### src/design/sjfq_pkg.sv
// ----------------------------------------------------------------------------
// sjfq_pkg
// Types and codes shared by the shortest-job-first queue and its cells.
// ----------------------------------------------------------------------------
package sjfq_pkg;

  localparam int DEFAULT_QUEUE_DEPTH = 16;

  localparam logic ACT_INSERT = 1'b0;
  localparam logic ACT_POP    = 1'b1;

  localparam logic [1:0] STAT_INSERTED = 2'd0;
  localparam logic [1:0] STAT_DROPPED  = 2'd1;
  localparam logic [1:0] STAT_POPPED   = 2'd2;
  localparam logic [1:0] STAT_EMPTY    = 2'd3;

  typedef struct packed {
    logic        action;
    logic [15:0] job_id;
    logic [15:0] job_size;
  } in_t;

  typedef struct packed {
    logic [1:0]  status;
    logic [15:0] out_id;
    logic [15:0] out_size;
    logic [4:0]  queued;
    logic [31:0] work_served;
    logic [31:0] jobs_served;
  } out_t;

  typedef struct packed {
    logic [15:0] id;
    logic [15:0] size;
  } entry_t;

  typedef enum logic [1:0] {
    OP_HOLD,
    OP_INSERT,
    OP_POP
  } cell_op_t;

  typedef struct packed {
    cell_op_t op;
    entry_t   new_entry;
  } cell_ctrl_t;

endpackage

### src/design/shortest_job_first_queue_top.sv
// ----------------------------------------------------------------------------
// shortest_job_first_queue_top
// Bounded job queue kept in ascending order of size, equal sizes in arrival
// order. Takes one insert or pop transaction per clock: busy stays low, and
// each result is strobed on out_strobe in the cycle after start. The figure is
// set by the row of cells, which all compare their key with the new job in
// parallel and shift in the same cycle. No clearing pass is needed after
// reset. Results cannot be held off, so the receiver must take every strobe.
// ----------------------------------------------------------------------------
module shortest_job_first_queue_top #(
  parameter int QUEUE_DEPTH = sjfq_pkg::DEFAULT_QUEUE_DEPTH
) (
  input  logic            clk,
  input  logic            rst_n,
  input  logic            start,
  output logic            busy,
  input  sjfq_pkg::in_t   in_item,
  output logic            out_strobe,
  output sjfq_pkg::out_t  out_item
);

  localparam int CW = $clog2(QUEUE_DEPTH + 1);

  logic [CW-1:0]    fill_r;
  logic [CW-1:0]    fill_nxt;
  logic [31:0]      work_r;
  logic [31:0]      work_nxt;
  logic [31:0]      jobs_r;
  logic [31:0]      jobs_nxt;
  logic             out_strobe_r;
  sjfq_pkg::out_t   out_item_r;
  sjfq_pkg::out_t   out_item_nxt;

  logic             accept;
  logic             full;
  logic             empty;
  logic [32:0]      work_sum;
  logic [CW+4:0]    fill_ext;
  sjfq_pkg::cell_ctrl_t ctrl;

  logic             place    [QUEUE_DEPTH];
  sjfq_pkg::entry_t entries  [QUEUE_DEPTH];

  assign busy   = 1'b0;
  assign accept = start && !busy;
  assign full   = (fill_r == CW'(QUEUE_DEPTH));
  assign empty  = (fill_r == '0);

  always_comb begin
    ctrl.new_entry.id   = in_item.job_id;
    ctrl.new_entry.size = in_item.job_size;
    ctrl.op             = sjfq_pkg::OP_HOLD;
    if (accept) begin
      if (in_item.action == sjfq_pkg::ACT_POP) begin
        if (!empty) begin
          ctrl.op = sjfq_pkg::OP_POP;
        end
      end else if (!full) begin
        ctrl.op = sjfq_pkg::OP_INSERT;
      end
    end
  end

  for (genvar i = 0; i < QUEUE_DEPTH; i++) begin : g_cell
    logic             occ;
    logic             pl;
    sjfq_pkg::entry_t le;
    sjfq_pkg::entry_t re;

    assign occ = (CW'(i) < fill_r);

    if (i == 0) begin : g_head
      assign pl = 1'b0;
      assign le = ctrl.new_entry;
    end else begin : g_body
      assign pl = place[i-1];
      assign le = entries[i-1];
    end

    if (i == QUEUE_DEPTH - 1) begin : g_tail
      assign re = entries[i];
    end else begin : g_mid
      assign re = entries[i+1];
    end

    sjfq_cell u_cell (
      .clk         (clk),
      .ctrl        (ctrl),
      .occ         (occ),
      .place_left  (pl),
      .left_entry  (le),
      .right_entry (re),
      .place       (place[i]),
      .entry       (entries[i])
    );
  end

  assign work_sum = {1'b0, work_r} + 33'(entries[0].size);

  always_comb begin
    fill_nxt = fill_r;
    work_nxt = work_r;
    jobs_nxt = jobs_r;
    case (ctrl.op)
      sjfq_pkg::OP_INSERT: begin
        fill_nxt = fill_r + CW'(1);
      end
      sjfq_pkg::OP_POP: begin
        fill_nxt = fill_r - CW'(1);
        work_nxt = work_sum[32] ? 32'hFFFF_FFFF : work_sum[31:0];
        jobs_nxt = (jobs_r == 32'hFFFF_FFFF) ? jobs_r : jobs_r + 32'd1;
      end
      default: begin
        fill_nxt = fill_r;
      end
    endcase
  end

  assign fill_ext = (CW+5)'(fill_nxt);

  always_comb begin
    out_item_nxt.out_id      = '0;
    out_item_nxt.out_size    = '0;
    out_item_nxt.queued      = fill_ext[4:0];
    out_item_nxt.work_served = work_nxt;
    out_item_nxt.jobs_served = jobs_nxt;
    if (in_item.action == sjfq_pkg::ACT_POP) begin
      out_item_nxt.status = empty ? sjfq_pkg::STAT_EMPTY : sjfq_pkg::STAT_POPPED;
      if (!empty) begin
        out_item_nxt.out_id   = entries[0].id;
        out_item_nxt.out_size = entries[0].size;
      end
    end else begin
      out_item_nxt.status = full ? sjfq_pkg::STAT_DROPPED : sjfq_pkg::STAT_INSERTED;
    end
  end

  always_ff @(posedge clk) begin
    if (!rst_n) begin
      fill_r       <= '0;
      work_r       <= '0;
      jobs_r       <= '0;
      out_strobe_r <= 1'b0;
    end else begin
      fill_r       <= fill_nxt;
      work_r       <= work_nxt;
      jobs_r       <= jobs_nxt;
      out_strobe_r <= accept;
    end
  end

  always_ff @(posedge clk) begin
    if (accept) begin
      out_item_r <= out_item_nxt;
    end
  end

  assign out_strobe = out_strobe_r;
  assign out_item   = out_item_r;

  // fill count stays within the row
  a_fill_bound: assert property (@(posedge clk) disable iff (!rst_n)
    fill_r <= CW'(QUEUE_DEPTH))
    else $error("fill count beyond queue depth");

  // every transaction gives one result in the next cycle
  a_one_result: assert property (@(posedge clk) disable iff (!rst_n)
    accept |=> out_strobe)
    else $error("transaction without result");

  // a pop from a non-empty queue removes exactly one job
  a_pop_fill: assert property (@(posedge clk) disable iff (!rst_n)
    (ctrl.op == sjfq_pkg::OP_POP) |=> (fill_r == $past(fill_r) - CW'(1)))
    else $error("pop did not shrink the queue");

  // a popped result always has a nonzero job count
  a_pop_count: assert property (@(posedge clk) disable iff (!rst_n)
    (out_strobe && out_item.status == sjfq_pkg::STAT_POPPED) |-> (out_item.jobs_served != '0))
    else $error("popped job not counted");

endmodule

### src/design/sjfq_cell.sv
// ----------------------------------------------------------------------------
// sjfq_cell
// One slot of the sorted job row: compares its key with the incoming job and
// shifts toward or away from the head together with its neighbors.
// ----------------------------------------------------------------------------
module sjfq_cell (
  input  logic                clk,
  input  sjfq_pkg::cell_ctrl_t ctrl,
  input  logic                occ,
  input  logic                place_left,
  input  sjfq_pkg::entry_t    left_entry,
  input  sjfq_pkg::entry_t    right_entry,
  output logic                place,
  output sjfq_pkg::entry_t    entry
);

  sjfq_pkg::entry_t entry_r;
  sjfq_pkg::entry_t entry_nxt;

  // new job goes behind every entry of smaller or equal size
  assign place = !occ || (entry_r.size > ctrl.new_entry.size);
  assign entry = entry_r;

  always_comb begin
    entry_nxt = entry_r;
    case (ctrl.op)
      sjfq_pkg::OP_INSERT: begin
        if (place) begin
          entry_nxt = place_left ? left_entry : ctrl.new_entry;
        end
      end
      sjfq_pkg::OP_POP: begin
        entry_nxt = right_entry;
      end
      default: begin
        entry_nxt = entry_r;
      end
    endcase
  end

  always_ff @(posedge clk) begin
    entry_r <= entry_nxt;
  end

endmodule

### config.mk
export PLATFORM = sky130hd
export DESIGN_NAME = shortest_job_first_queue_top
export DESIGN_NICKNAME = d
export VERILOG_FILES = /design/src/design/sjfq_pkg.sv /design/src/design/shortest_job_first_queue_top.sv /design/src/design/sjfq_cell.sv
export SDC_FILE = /design/constraint.sdc
export NUM_CORES = 2
export LEC_CHECK = 0
export BUFFER_PORTS_ARGS = -buffer_cell sky130_fd_sc_hd__buf_2
export CAP_MARGIN = 20
export CELL_PAD_IN_SITES_DETAIL_PLACEMENT = 1
export CELL_PAD_IN_SITES_GLOBAL_PLACEMENT = 1
export CORE_MARGIN = 2
export CORE_UTILIZATION = 44
export DETAILED_ROUTE_END_ITERATION = 10
export PLACE_DENSITY_LB_ADDON = 0.1
export SKIP_LAST_GASP = 1
export SLEW_MARGIN = 30
export SYNTH_ARGS = -nofsm -noshare
export SYNTH_HDL_FRONTEND = slang
export SYNTH_SLANG_ARGS = --single-unit
export TNS_END_PERCENT = 5
### constraint.sdc
create_clock -name clk -period 6.1 [get_ports clk]
set_input_delay 0.61 -clock clk [delete_from_list [all_inputs] [get_ports clk]]
set_output_delay 0.61 -clock clk [all_outputs]
set_load 0.005 [all_outputs]
==> impl_metrics.json <==
{
  "synth_ff_type": "edfxtp_1",
  "setup_tns_ns": 0,
  "ant_nets": 0,
  "ys_warn_count": 0,
  "setup_slack_ns": 1.59,
  "use_met2": 0.492,
  "antenna_found_initial": 8,
  "cts_max_path_buffers": 3,
  "drv_slew": 0,
  "dp_hpwl_mm": 104,
  "fillers": 10200,
  "port_buffers": 139,
  "grt-busiest-layer": "met2",
  "dp_slack_ns": 1.54,
  "die_h_um": 312,
  "area_growth_pct": 11.5,
  "grt_pass1_wl_mm": 225,
  "layout.nets": 4296,
  "coreArea_sq_um": 94600,
  "async_reset_ff_frac": 0,
  "hold_violations": 0,
  "peakVddDrop_mv": 0.256,
  "path_common_cell": "buf_4",
  "cts_tree": "built",
  "ys_types": 89,
  "use_met1": 0.402,
  "slew_headroom": 0.244,
  "grt_overflow": 0,
  "grt_max_degree": 210,
  "critPathLaunchType": "flop",
  "stdcell_area_sq_um": 46600,
  "yosys_register_bits": 685,
  "cp_max_fo": 39,
  "fp-row-count": 113,
  "arrival_ns": 4.92,
  "chipWidth_um": 312,
  "fin_cells": 5318,
  "clock_sinks": 685,
  "power_mw": 12.6,
  "cts_setup_buffers": 0,
  "ys_seq_area_frac": 0.476,
  "cts-buffers-inserted": 83,
  "dp.cells": 5160,
  "final_util": 0.492,
  "clock-root-buffer": "clkbuf_16",
  "cp.required_ns": 6.52,
  "ys_top_cells_by_area": "edfxtp_1 44%, ha_1 8.4%, o221a_2 7.5%",
  "synthCells": 3992,
  "grt_pass1_vias": 35200,
  "leakage_nw": 16.4,
  "finalCriticalPeriod_ns": 4.51,
  "clkLatencyLatePin_ns": 0.69,
  "syn_nets": 4308,
  "mappedNetlistArea_sq_um": 41800,
  "status": "finished clean",
  "synth_top_area_frac": 0.442,
  "hold_buffers": 0,
  "setup_viol": 0,
  "start_util": 0.442,
  "gp_congestion": 0.883,
  "max_freq_ghz": 0.222,
  "post_dp_cell_area_sq_um": 43800,
  "fin_hold_ws_ns": 0.208,
  "cts_resized": 0,
  "avgViaCountPerCell": 6.51,
  "critical_path_class": "flop to flop",
  "path_cells": "nor3_2 > a21boi_2 > buf_4 > nand2_1 > inv_1 > ha_4 > buf_4 > a211o_1 > buf_4 > nor2_1 > a2111oi_0",
  "grt_usage": 0.297,
  "rsz0062_at_grt": "false",
  "avgRoutedWirePerCell_um": 27.8,
  "num_io_pins": 141,
  "power_density_nw_per_um2": 270,
  "h-tree-depth": 3,
  "syn_avg_cell_area_sq_um": 10.5,
  "clock_skew_ns": 0.0321,
  "synth_enable_flop_cells": 615,
  "drtPass1Iterations": 6,
  "clk_pin_slew_ns": 0.06,
  "fin_crit_sh": 0.739,
  "synth_largest_area_cell": "edfxtp_1",
  "end_kind": "flop",
  "met3_usage": 0.0396,
  "finalWirelength_mm": 148,
  "slowest_stage": "dfxtp_1",
  "drt_iter0_markers": 3162,
  "min_path_type": "primary input to flop",
  "vias": 34600,
  "max_cap_violations": 0,
  "critical-path-max-stage-delay_ns": 0.72,
  "tightest_slew_ns": 1.11,
  "drive_above_1_share": 0.192,
  "drc_errors": 0,
  "die_area_sq_um": 97400
}
## sequential cells by signal, indices dropped and copies added, names as in the netlist
name and count:
work_r 32, fill_r 5, out_strobe 1, jobs_r 32, g_cell.u_cell.entry 512, out_item 103
## path summary, 6_finish.rpt
kind / from / to / slack [ns] / cells past startpoint
min: in_item[32] / out_item[102] / 0.21 / 1
max: fill_r[3] / g_cell[2].u_cell.entry[27] / 1.59 / 11
max reg2reg: fill_r[3] / g_cell[2].u_cell.entry[27] / 1.59 / 11
min reg2reg: work_r[0] / work_r[0] / 0.55 / 2
## per-layer routing
metal,vias up,part of all wire
met5,-,0.00047
li1,15600,-
met1,17700,0.43
met4,12,0.034
met3,254,0.051
met2,994,0.48
## area by class of cell
| cell class | instances | area (sq um) | share of cell area |
|---|---|---|---|
| timing repair buffer | 233 | 1500 | 0.0323 |
| clock inverter | 52 | 584 | 0.0126 |
| clock buffer | 104 | 2200 | 0.0472 |
| inverter | 85 | 322 | 0.00691 |
| antenna | 2 | 5.00 | 0.000107 |
| multi-input combinational | 2892 | 20500 | 0.440 |
| sequential | 685 | 19900 | 0.427 |
| tap | 1265 | 1580 | 0.0340 |
## synth_stat cells, types with 13 or more instances
cell type and instances:
a2111oi_0 40, a211oi_1 33, a21o_1 42, a21oi_1 195, a221oi_1 32, a31oi_1 15
and2_1 93, and3_1 13, buf_1 35, buf_2 49, clkbuf_1 245, dfxtp_1 70
edfxtp_1 615, ha_1 279, inv_1 85, mux2_2 54, mux2i_1 37, nand2_1 449
nand2b_1 69, nand3_1 34, nand4_1 62, nor2_1 186, nor2b_1 28, nor3_1 97
o211ai_1 20, o21a_1 14, o21ai_0 312, o21ai_1 21, o221a_1 36, o221a_2 280
o221ai_1 32, o22ai_1 226, or2_2 21, xnor2_1 30, xor2_1 14
## placed cells by master, fill, tap and decap left out, types with 17 or more instances in the layout
| cell type | netlist | final |
|---|---|---|
| o22ai_1 | 226 | 224 |
| and2_1 | 93 | 94 |
| a211oi_1 | 33 | 32 |
| nand2b_1 | 69 | 69 |
| mux2i_1 | 37 | 37 |
| buf_4 | 1 | 87 |
| o21ai_1 | 21 | 17 |
| clkbuf_1 | 245 | 17 |
| nand2_1 | 449 | 448 |
| nand3_1 | 34 | 34 |
| o21ai_0 | 312 | 312 |
| a2111oi_0 | 40 | 40 |
| inv_1 | 85 | 84 |
| o221ai_1 | 32 | 32 |
| nor3_1 | 97 | 97 |
| o211ai_1 | 20 | 20 |
| nor2_1 | 186 | 182 |
| clkbuf_16 | 0 | 83 |
| o221a_1 | 36 | 36 |
| nor2b_1 | 28 | 27 |
| xnor2_1 | 30 | 30 |
| o221a_2 | 280 | 280 |
| dfxtp_1 | 70 | 70 |
| a221oi_1 | 32 | 32 |
| a21oi_1 | 195 | 189 |
| mux2_2 | 54 | 54 |
| a21o_1 | 42 | 42 |
| edfxtp_1 | 615 | 615 |
| ha_1 | 279 | 277 |
| buf_2 | 49 | 138 |
| nand4_1 | 62 | 62 |
| or2_2 | 21 | 21 |
| clkinv_2 | 0 | 19 |
## power breakdown
part,leakage (nW),switching [mW],total (mW),internal (mW)
logic,8.58,0.999,1.66,0.659
registers,6.45,0.241,5.72,5.47
clock network,1.36,2.19,5.20,3.00
## kinds of logic (layout without fill, tap and decap cells)
kind of cell,Yosys count,in the layout,share of synthesized area
other,1,3,0.0000898
flip-flops,685,685,0.476
buffers and inverters,415,474,0.0388
adder cells (fa/ha/maj),280,280,0.0840
AND/OR/NAND/NOR,1116,1116,0.128
XOR/XNOR,46,46,0.0100
multiplexers,94,94,0.0244
AO/OA/AOI/OAI,1355,1355,0.239
## critical path, delay by kind of cell (launching register included)
family                     cells  cell delay, ns
AOI/OAI and AO/OA              3            1.17
and+or+nand+nor                3            0.45
buffers and inverters          4            1.31
DFF                            1            0.72
adders and majority gates      1            0.55
(Power assumes the default switching activity.)
